### config.mk
export PLATFORM = sky130hd
export DESIGN_NAME = reliable_packet_tx_queue
export DESIGN_NICKNAME = d
export VERILOG_FILES = /design/src/rtl/rptq_pkg.sv /design/src/rtl/rptq_out_buf.sv /design/src/rtl/reliable_packet_tx_queue.sv
export SDC_FILE = /design/constraint.sdc
export NUM_CORES = 2
export LEC_CHECK = 0
export ABC_CLOCK_PERIOD_IN_PS = 4100
export BUFFER_PORTS_ARGS = -buffer_cell sky130_fd_sc_hd__buf_2
export CORE_ASPECT_RATIO = 0.75
export CORE_MARGIN = 8
export CORE_UTILIZATION = 30
export CTS_CLUSTER_DIAMETER = 40
export DETAILED_ROUTE_END_ITERATION = 8
export MAX_ROUTING_LAYER = met4
export SETUP_SLACK_MARGIN = 0.15
export SLEW_MARGIN = 25
export SYNTH_ARGS = -nofsm -noshare
export SYNTH_HDL_FRONTEND = slang
export SYNTH_HIERARCHICAL = 1
export SYNTH_SLANG_ARGS = --single-unit
### constraint.sdc
create_clock -name clock -period 4.1 [get_ports clock]
set_input_delay 0.615 -clock clock [delete_from_list [all_inputs] [get_ports clock]]
set_output_delay 0.615 -clock clock [all_outputs]
set_load 0.01 [all_outputs]
### src/rtl/rptq_pkg.sv
`timescale 1ns / 1ps

package rptq_pkg;

   localparam int QUEUE_DEPTH = 128;
   localparam int QW = $clog2(QUEUE_DEPTH);
   localparam int DRAIN_MAX = 16;

   localparam logic [QW:0]   QUEUE_DEPTH_C = (QW + 1)'(QUEUE_DEPTH);
   localparam logic [QW-1:0] QUEUE_LAST_C = QW'(QUEUE_DEPTH - 1);
   localparam logic [4:0]    DRAIN_MAX_C = 5'(DRAIN_MAX);

   localparam logic [19:0] BACKOFF_TICKS_RESET = 20'd100000;
   localparam logic [4:0]  DRAIN_LIMIT_RESET = 5'd16;

   localparam logic [1:0] REQ_SEND = 2'd0;
   localparam logic [1:0] REQ_DRAIN = 2'd1;
   localparam logic [1:0] REQ_TICK = 2'd2;
   localparam logic [1:0] REQ_UNUSED = 2'd3;

   localparam logic CSR_BACKOFF_TICKS = 1'b0;
   localparam logic CSR_DRAIN_LIMIT = 1'b1;

   localparam logic KIND_PACKET = 1'b0;
   localparam logic KIND_STATUS = 1'b1;

   typedef struct packed {
      logic [1:0]  req_type;
      logic [31:0] packet_word;
      logic        reliable_flag;
      logic        host_connected;
      logic [4:0]  sink_credits;
   } req_payload_type;

   typedef struct packed {
      logic        emit_kind;
      logic [31:0] out_packet;
      logic        accepted;
      logic        last_item;
   } rsp_payload_type;

   typedef enum logic [2:0] {
      S_IDLE,
      S_EVAL,
      S_READ,
      S_EMIT,
      S_DECIDE,
      S_DIRECT,
      S_STATUS
   } state_type;

endpackage

### src/rtl/rptq_out_buf.sv
`timescale 1ns / 1ps

module rptq_out_buf (
   input  logic                     clock,
   input  logic                     reset,
   input  logic                     push_valid,
   input  rptq_pkg::rsp_payload_type push_data,
   output logic                     push_ready,
   output logic                     rsp_valid,
   output rptq_pkg::rsp_payload_type rsp_payload,
   input  logic                     rsp_ready
);
   import rptq_pkg::*;

   logic            valid_ff;
   logic            valid_in;
   rsp_payload_type data_ff;

   assign push_ready = !valid_ff || rsp_ready;
   assign valid_in = push_valid ? 1'b1 : (valid_ff && !rsp_ready);

   always_ff @(posedge clock) begin
      if (reset) begin
         valid_ff <= 1'b0;
      end else begin
         valid_ff <= valid_in;
      end
   end

   always_ff @(posedge clock) begin
      if (push_valid && push_ready) begin
         data_ff <= push_data;
      end
   end

   assign rsp_valid = valid_ff;
   assign rsp_payload = data_ff;

   a_push_only_when_ready: assert property (@(posedge clock) disable iff (reset)
      push_valid |-> push_ready) else $error("item pushed into a full output buffer");

   a_stall_holds: assert property (@(posedge clock) disable iff (reset)
      (rsp_valid && !rsp_ready) |=> (rsp_valid && $stable(rsp_payload)))
      else $error("stalled output item changed");

   a_taken_or_refilled: assert property (@(posedge clock) disable iff (reset)
      (rsp_valid && rsp_ready && !push_valid) |=> !rsp_valid)
      else $error("output item repeated");

endmodule

### src/rtl/reliable_packet_tx_queue.sv
`timescale 1ns / 1ps

// Ordered transmit queue for 32-bit packets going to a host endpoint.
// Requests arrive on the req_ channel (valid/ready) as one packed item: send a
// packet, service the queue only, or one backoff tick. Results leave on the
// rsp_ channel (valid/ready): drained packets oldest first, a directly sent
// packet, and for a send one status item; the final result of a request has
// last_item set. Registers are to be written through the csr_ port only
// while idle; the block itself does not enforce this. Queued packets live in
// a single-port-read synchronous memory of QUEUE_DEPTH words. One item is
// handled at a time. A tick, an ignored request or a disconnected service
// request ends after its evaluation step, and a disconnected send goes on to
// its status item. Each drained packet takes a memory read step and then an
// emit step. A registered output stage lets a finished result wait while the
// block carries on; when the receiver stalls, the block holds in its next
// output step until the output stage frees up.
// Synchronous reset empties the queue, clears the backoff and restores the
// register defaults; the memory itself is not cleared, as entries are only
// read after they are written.
module reliable_packet_tx_queue (
   input  logic                     clock,
   input  logic                     reset,
   input  logic                     req_valid,
   output logic                     req_ready,
   input  rptq_pkg::req_payload_type req_payload,
   output logic                     rsp_valid,
   input  logic                     rsp_ready,
   output rptq_pkg::rsp_payload_type rsp_payload,
   input  logic                     csr_wr_en,
   input  logic                     csr_index,
   input  logic [19:0]              csr_wr_data
);
   import rptq_pkg::*;

   state_type       state_ff, state_in;
   req_payload_type item_ff;
   logic [QW-1:0]   head_ff, head_in;
   logic [QW:0]     count_ff, count_in;
   logic [19:0]     backoff_ff, backoff_in;
   logic [4:0]      credits_ff, credits_in;
   logic [4:0]      done_ff, done_in;
   logic            acc_ff, acc_in;
   logic [19:0]     backoff_ticks_ff;
   logic [4:0]      drain_limit_ff;

   logic [31:0]     queue_store_ff [QUEUE_DEPTH];
   logic [31:0]     mem_rd_data_ff;
   logic            mem_rd_en;
   logic            mem_wr_en;
   logic [QW:0]     tail_sum;
   logic [QW-1:0]   tail_idx;
   logic [QW-1:0]   head_next;

   logic [4:0]      limit;
   logic            can_drain;
   logic            more_after;
   logic            queue_full;
   logic            busy;
   logic            push_new;

   logic            ob_push;
   logic            ob_ready;
   rsp_payload_type ob_data;

   assign limit = (drain_limit_ff > DRAIN_MAX_C) ? DRAIN_MAX_C : drain_limit_ff;
   assign can_drain = (count_ff != '0) && (limit != 5'd0) && (credits_ff != 5'd0);
   assign more_after = (count_ff != (QW + 1)'(1)) && ((done_ff + 5'd1) != limit)
                       && (credits_ff != 5'd1);
   assign queue_full = (count_ff == QUEUE_DEPTH_C);
   assign busy = (count_ff != '0) || (backoff_ff != 20'd0);
   assign push_new = item_ff.reliable_flag && !queue_full
                     && (busy || (credits_ff == 5'd0));

   assign tail_sum = {1'b0, head_ff} + count_ff;
   assign tail_idx = (tail_sum >= QUEUE_DEPTH_C) ? QW'(tail_sum - QUEUE_DEPTH_C)
                                                 : tail_sum[QW-1:0];
   assign head_next = (head_ff == QUEUE_LAST_C) ? '0 : head_ff + 1'b1;

   always_comb begin
      state_in = state_ff;
      case (state_ff)
         S_IDLE: begin
            if (req_valid) begin
               state_in = S_EVAL;
            end
         end
         S_EVAL: begin
            if (!item_ff.host_connected) begin
               state_in = (item_ff.req_type == REQ_SEND) ? S_STATUS : S_IDLE;
            end else begin
               case (item_ff.req_type)
                  REQ_SEND:  state_in = can_drain ? S_READ : S_DECIDE;
                  REQ_DRAIN: state_in = can_drain ? S_READ : S_IDLE;
                  default:   state_in = S_IDLE;
               endcase
            end
         end
         S_READ: begin
            state_in = S_EMIT;
         end
         S_EMIT: begin
            if (ob_ready) begin
               if (more_after) begin
                  state_in = S_READ;
               end else if (item_ff.req_type == REQ_DRAIN) begin
                  state_in = S_IDLE;
               end else begin
                  state_in = S_DECIDE;
               end
            end
         end
         S_DECIDE: begin
            state_in = (!busy && (credits_ff != 5'd0)) ? S_DIRECT : S_STATUS;
         end
         S_DIRECT: begin
            if (ob_ready) begin
               state_in = S_STATUS;
            end
         end
         S_STATUS: begin
            if (ob_ready) begin
               state_in = S_IDLE;
            end
         end
         default: begin
            state_in = S_IDLE;
         end
      endcase
   end

   always_comb begin
      req_ready = 1'b0;
      mem_rd_en = 1'b0;
      mem_wr_en = 1'b0;
      ob_push = 1'b0;
      ob_data = '0;
      case (state_ff)
         S_IDLE: begin
            req_ready = 1'b1;
         end
         S_READ: begin
            mem_rd_en = 1'b1;
         end
         S_EMIT: begin
            ob_push = ob_ready;
            ob_data.emit_kind = KIND_PACKET;
            ob_data.out_packet = mem_rd_data_ff;
            ob_data.last_item = (item_ff.req_type == REQ_DRAIN) && !more_after;
         end
         S_DECIDE: begin
            mem_wr_en = push_new;
         end
         S_DIRECT: begin
            ob_push = ob_ready;
            ob_data.emit_kind = KIND_PACKET;
            ob_data.out_packet = item_ff.packet_word;
         end
         S_STATUS: begin
            ob_push = ob_ready;
            ob_data.emit_kind = KIND_STATUS;
            ob_data.accepted = acc_ff;
            ob_data.last_item = 1'b1;
         end
         default: begin
            req_ready = 1'b0;
         end
      endcase
   end

   always_comb begin
      head_in = head_ff;
      count_in = count_ff;
      backoff_in = backoff_ff;
      credits_in = credits_ff;
      done_in = done_ff;
      acc_in = acc_ff;
      case (state_ff)
         S_IDLE: begin
            credits_in = req_payload.sink_credits;
            done_in = 5'd0;
            acc_in = 1'b0;
         end
         S_EVAL: begin
            if (!item_ff.host_connected) begin
               if (item_ff.req_type != REQ_UNUSED) begin
                  head_in = '0;
                  count_in = '0;
                  backoff_in = 20'd0;
               end
            end else if (item_ff.req_type == REQ_TICK && backoff_ff != 20'd0) begin
               backoff_in = backoff_ff - 20'd1;
            end
         end
         S_EMIT: begin
            if (ob_ready) begin
               head_in = head_next;
               count_in = count_ff - 1'b1;
               credits_in = credits_ff - 5'd1;
               done_in = done_ff + 5'd1;
            end
         end
         S_DECIDE: begin
            if (!busy && (credits_ff != 5'd0)) begin
               acc_in = 1'b1;
            end else begin
               acc_in = push_new;
               if (!busy) begin
                  backoff_in = backoff_ticks_ff;
               end
               if (push_new) begin
                  count_in = count_ff + 1'b1;
               end
            end
         end
         default: begin
            acc_in = acc_ff;
         end
      endcase
   end

   always_ff @(posedge clock) begin
      if (reset) begin
         state_ff <= S_IDLE;
         head_ff <= '0;
         count_ff <= '0;
         backoff_ff <= 20'd0;
         backoff_ticks_ff <= BACKOFF_TICKS_RESET;
         drain_limit_ff <= DRAIN_LIMIT_RESET;
      end else begin
         state_ff <= state_in;
         head_ff <= head_in;
         count_ff <= count_in;
         backoff_ff <= backoff_in;
         if (csr_wr_en) begin
            case (csr_index)
               CSR_BACKOFF_TICKS: backoff_ticks_ff <= csr_wr_data;
               CSR_DRAIN_LIMIT:   drain_limit_ff <= csr_wr_data[4:0];
               default:           drain_limit_ff <= drain_limit_ff;
            endcase
         end
      end
   end

   always_ff @(posedge clock) begin
      if (req_valid && req_ready) begin
         item_ff <= req_payload;
      end
      credits_ff <= credits_in;
      done_ff <= done_in;
      acc_ff <= acc_in;
   end

   always_ff @(posedge clock) begin
      if (mem_wr_en) begin
         queue_store_ff[tail_idx] <= item_ff.packet_word;
      end
      if (mem_rd_en) begin
         mem_rd_data_ff <= queue_store_ff[head_ff];
      end
   end

   rptq_out_buf u_out_buf (
      .clock       (clock),
      .reset       (reset),
      .push_valid  (ob_push),
      .push_data   (ob_data),
      .push_ready  (ob_ready),
      .rsp_valid   (rsp_valid),
      .rsp_payload (rsp_payload),
      .rsp_ready   (rsp_ready)
   );

   a_count_bound: assert property (@(posedge clock) disable iff (reset)
      count_ff <= QUEUE_DEPTH_C) else $error("queue count above depth");

   a_head_bound: assert property (@(posedge clock) disable iff (reset)
      head_ff <= QUEUE_LAST_C) else $error("queue head out of range");

   a_no_rd_wr_overlap: assert property (@(posedge clock) disable iff (reset)
      !(mem_rd_en && mem_wr_en)) else $error("memory read and write in one cycle");

   a_read_before_emit: assert property (@(posedge clock) disable iff (reset)
      (state_ff == S_EMIT) |-> ($past(state_ff) == S_READ || $past(state_ff) == S_EMIT))
      else $error("packet emitted without a memory read");

   a_drain_needs_entry: assert property (@(posedge clock) disable iff (reset)
      mem_rd_en |-> (count_ff != '0)) else $error("read of an empty queue");

endmodule

==> metrics.txt <==
# TYPE chip_impl_metric gauge
chip_impl_metric{name="synth.area.mux_share",unit="%"} 13.5
chip_impl_metric{name="p_switching",unit="mW"} 20.0
chip_impl_metric{name="hold_slack",unit="ns"} 0.140
chip_impl_info{name="worstHoldPathType",value="primary input to flip-flop"} 1
chip_impl_metric{name="synthesis.yosys.warnings",unit=""} 6
chip_impl_metric{name="clock_insertion_delay_worst_skew",unit="ns"} 1.04
chip_impl_metric{name="numPortBuffers",unit=""} 103
chip_impl_metric{name="overflow",unit=""} 0
chip_impl_metric{name="cellPowerDensity",unit="nW/um^2"} 471
chip_impl_metric{name="critical_path_peak_fanout",unit=""} 70
chip_impl_metric{name="adder_cell_share_of_the_synthesized_area",unit="%"} 0.126
chip_impl_metric{name="drt_first_pass_iters",unit=""} 8
chip_impl_info{name="worstSetupPathType",value="flip-flop to flip-flop"} 1
chip_impl_metric{name="maxSlewHeadroom",unit="%"} 14.3
chip_impl_info{name="r2r_start",value="head_ff[2]"} 1
chip_impl_metric{name="yosys.area_share.xor_xnor",unit="%"} 0.110
chip_impl_info{name="crit-reg2reg-capture",value="mem_rd_data_ff[15]"} 1
chip_impl_metric{name="power.share.combinational",unit="%"} 2.9
chip_impl_metric{name="fp-row-count",unit=""} 235
chip_impl_metric{name="fin_crit_sh",unit="%"} 95.3
chip_impl_metric{name="antenna_left",unit=""} 0
chip_impl_metric{name="first_global_vias",unit=""} 84600
chip_impl_metric{name="drcViolationCount",unit=""} 0
chip_impl_info{name="setup.worst_path.end_class",value="flip-flop"} 1
chip_impl_metric{name="clock_skew",unit="ns"} 0.0966
chip_impl_metric{name="final_critical_path_setup_slack",unit="ns"} 0.193
chip_impl_metric{name="switching_share",unit="%"} 21.7
chip_impl_metric{name="detail_route.vias_per_cell",unit=""} 5.30
chip_impl_metric{name="whs_path_depth",unit=""} 3
chip_impl_info{name="hold-path-endpoint",value="u_out_buf/rsp_valid"} 1
chip_impl_metric{name="vias",unit=""} 88200
chip_impl_metric{name="syn_inst",unit=""} 8217
chip_impl_metric{name="finalWirelength",unit="microns"} 487000
chip_impl_metric{name="reg2reg_setup_slack",unit="ns"} 0.19
chip_impl_metric{name="cts-root-to-sink-buffers",unit=""} 4
chip_impl_info{name="unrepaired_setup_endpoints_after_global_routing",value="true"} 1
chip_impl_info{name="clock-root-buffer",value="clkbuf_16"} 1
chip_impl_metric{name="synth_sequential_area_ratio",unit="%"} 77.7
chip_impl_metric{name="boundaryPins",unit=""} 104
chip_impl_metric{name="cts-buffers-inserted",unit=""} 442
chip_impl_metric{name="hpwl",unit="microns"} 293000
chip_impl_metric{name="synth_simple_gate_area_share",unit="%"} 1.99
chip_impl_metric{name="maxClockFrequency",unit="MHz"} 256
chip_impl_info{name="element_type_at_the_critical_path_start",value="flip-flop"} 1
chip_impl_metric{name="synthesis.nets",unit=""} 8300
chip_impl_metric{name="initialDrtViolationCount",unit=""} 14700
chip_impl_info{name="worst_min_path_start",value="rsp_ready"} 1
chip_impl_info{name="outcome",value="complete, no violations"} 1
chip_impl_metric{name="drive_above_1_share",unit="%"} 23.6
chip_impl_metric{name="maxSlewViolCount",unit=""} 0
chip_impl_metric{name="dp.cells",unit=""} 15700
chip_impl_metric{name="clk_pin_slew_worst_paths",unit="ns"} 0.06
chip_impl_metric{name="non_filler_instance_count_after_layout",unit=""} 16700
chip_impl_metric{name="numClockSinks",unit=""} 4274
chip_impl_metric{name="grt_pass1_wl",unit="microns"} 669000
chip_impl_metric{name="ff2ff_path_depth",unit=""} 9
chip_impl_metric{name="synth.ff_latch_count",unit=""} 4274
chip_impl_metric{name="wl_per_cell",unit="microns"} 29.3
chip_impl_metric{name="netlist_cell_types",unit=""} 78
chip_impl_info{name="cts_tree",value="yes"} 1
chip_impl_metric{name="number_of_antenna_violations_at_the_first_check_in_global_routing",unit=""} 62
chip_impl_metric{name="syn-mean-instance-area",unit="sq um"} 20.0
chip_impl_metric{name="post-place-ws",unit="ns"} -0.0784
chip_impl_metric{name="clk_pwr_share",unit="%"} 44.1
chip_impl_info{name="synthFlopType",value="edfxtp_1"} 1
chip_impl_metric{name="finalWeightedCongestion",unit=""} 0.892
chip_impl_metric{name="hold_viol_final",unit=""} 0
chip_impl_metric{name="clock_tree.htree_level_count",unit=""} 5
chip_impl_metric{name="worst-slew-pin-transition",unit="ns"} 1.29
chip_impl_metric{name="worst_ir_drop_vdd",unit="V"} 0.000378
chip_impl_metric{name="compound_gate_portion_of_the_synthesized_area",unit="%"} 5.01
chip_impl_metric{name="seq_power_share",unit="%"} 53.0
chip_impl_metric{name="worst_ep_required_time",unit="ns"} 4.87
chip_impl_info{name="final_cell_mix",value="4210 x edfxtp_1, 995 x mux2i_1, 512 x mux4_2"} 1
chip_impl_metric{name="die_width",unit="microns"} 870
chip_impl_metric{name="final_core_util",unit="%"} 35.9
chip_impl_metric{name="initial_standard_cell_utilization_of_the_core",unit="%"} 30.1
chip_impl_metric{name="cell_internal_pwr",unit="mW"} 72.1
chip_impl_metric{name="crit_arrival",unit="ns"} 4.68
chip_impl_metric{name="syn_area",unit="sq um"} 164000
chip_impl_metric{name="die_h",unit="microns"} 657
chip_impl_metric{name="largest_net_degree_at_the_start_of_global_routing",unit=""} 130
chip_impl_metric{name="die_area",unit="sq um"} 572000
chip_impl_info{name="synth_top_family_by_area",value="multiplexers"} 1
chip_impl_info{name="final_common_cell",value="edfxtp_1"} 1
chip_impl_metric{name="grt_util_all_layers",unit="%"} 16.6
chip_impl_metric{name="area_growth",unit="%"} 19.2
chip_impl_metric{name="synth_enable_flop_cells",unit=""} 4210
chip_impl_metric{name="fp.coreArea",unit="sq um"} 546000
chip_impl_metric{name="power_leakage",unit="nW"} 58.1
chip_impl_metric{name="ys_async_sr_fraction",unit="%"} 0
chip_impl_metric{name="final.setup.tns",unit="ns"} 0
chip_impl_metric{name="fin_crit",unit="ns"} 3.91
chip_impl_metric{name="finalSetupViolCount",unit=""} 0
chip_impl_metric{name="final_nets",unit=""} 9080
chip_impl_metric{name="max_cap_violations",unit=""} 0
==> cell type report <==
cell class	instances	area, sq um
Antenna cell	55	138
Clock buffer	508	11400
Clock inverter	310	3300
Fill cell	49800	350000
Inverter	15	56.3
Multi-Input combinational cell	3449	35400
Sequential cell	4274	128000
Tap cell	7228	9040
Timing Repair Buffer	815	8700
==> routing by layer <==
metal | wire length (microns) | global-route usage, % | part of all wire (%)
met2 | 203000 | 22.8 | 42
met1 | 209000 | 24.2 | 43
met5 | 0 | - | 0
met3 | 62500 | 4.76 | 13
met4 | 12100 | 3.95 | 2.5
==> power groups by stage <==
stage / clock (mW) / combinational [mW] / sequential (mW)
floorplan: 0 / 0.604 / 50.2
global placement: 0 / 2.47 / 49.7
detailed placement: 0 / 2.62 / 49.7
CTS: 41.2 / 2.69 / 48.8
global route: 42.9 / 2.85 / 48.8
finish: 40.6 / 2.72 / 48.8
==> synthesized netlist by cell type (36+ instances only) <==
| master | instances | area (sq um) |
|---|---|---|
| o31ai_1 | 36 | 270 |
| nor2b_1 | 41 | 257 |
| dfxtp_1 | 64 | 1280 |
| a21oi_1 | 224 | 1120 |
| a221oi_1 | 68 | 596 |
| buf_2 | 160 | 801 |
| buf_4 | 74 | 556 |
| o22ai_1 | 131 | 820 |
| a221o_1 | 65 | 651 |
| mux2i_1 | 995 | 9960 |
| buf_1 | 49 | 184 |
| o211ai_1 | 37 | 278 |
| nand2_1 | 204 | 766 |
| mux2_2 | 66 | 743 |
| a211oi_1 | 42 | 315 |
| nor2_1 | 217 | 815 |
| a22o_1 | 95 | 832 |
| a22oi_1 | 197 | 1480 |
| edfxtp_1 | 4210 | 126000 |
| o21ai_0 | 127 | 636 |
| mux4_2 | 512 | 11500 |
| clkbuf_1 | 186 | 698 |
==> sequential cells by signal (all words and copies together) (netlist names), 7 cells and up <==
register / cells
queue_store_ff: 4096
item_ff: 36
u_out_buf/rsp_payload: 35
mem_rd_data_ff: 32
backoff_ff: 20
backoff_ticks_ff: 20
count_ff: 8
head_ff: 7
==> logic make-up (layout without fill, tap and decap cells) <==
| group | Yosys count | count (layout) |
|---|---|---|
| AO/OA/AOI/OAI | 1160 | 1160 |
| flip-flops | 4274 | 4274 |
| buffers and inverters | 500 | 1648 |
| AND/OR/NAND/NOR | 675 | 681 |
| multiplexers | 1573 | 1573 |
| XOR/XNOR | 19 | 19 |
| adder cells (fa/ha/maj) | 16 | 16 |
| other | 0 | 55 |
==> worst max-delay path, cell delays in order (launching register included) <==
cell and delay, ns:
dfxtp_4 0.37, buf_12 0.36, buf_16 0.42, buf_6 0.39, mux2i_1 0.24, a22oi_1 0.13
a21oi_1 0.47, or4_1 0.49, o31ai_1 0.27, a311o_1 0.36
==> through the flow <==
| step | total power, mW | cell area, sq um |
|---|---|---|
| final | 92.1 | 196000 |
| after CTS | 92.7 | 195000 |
| after detailed placement | 52.3 | 180000 |
| after global placement | 52.2 | 179000 |
| after floorplan | 50.9 | 164000 |
| after global routing | 94.5 | 196000 |
==> worst max path at each step <==
| stage | start | to | slack [ns] |
|---|---|---|---|
| 2_1_floorplan | head_ff[0] | queue_store_ff[0][0] | 0.08 |
| 3_3_place_gp | head_ff[0] | mem_rd_data_ff[26] | -0.36 |
| 3_5_place_dp | count_ff[1] | queue_store_ff[36][13] | -0.08 |
| 4_1_cts | head_ff[0] | queue_store_ff[19][24] | 0.16 |
| 5_1_grt | head_ff[0] | mem_rd_data_ff[9] | 0.12 |
| 6_report | head_ff[2] | mem_rd_data_ff[15] | 0.19 |
==> timing repair <==
item / in CTS / in global routing
hold buffers: 65 / 0
endpoints found under the hold margin: 67 / 0
setup buffers: 0 / 8
gates cloned: 2 / 4
setup endpoints to repair: 445 / 196
pin swaps: 1 / 6
gates resized for setup: 6 / 6
No activity file was read; power rests on OpenSTA's default activity.
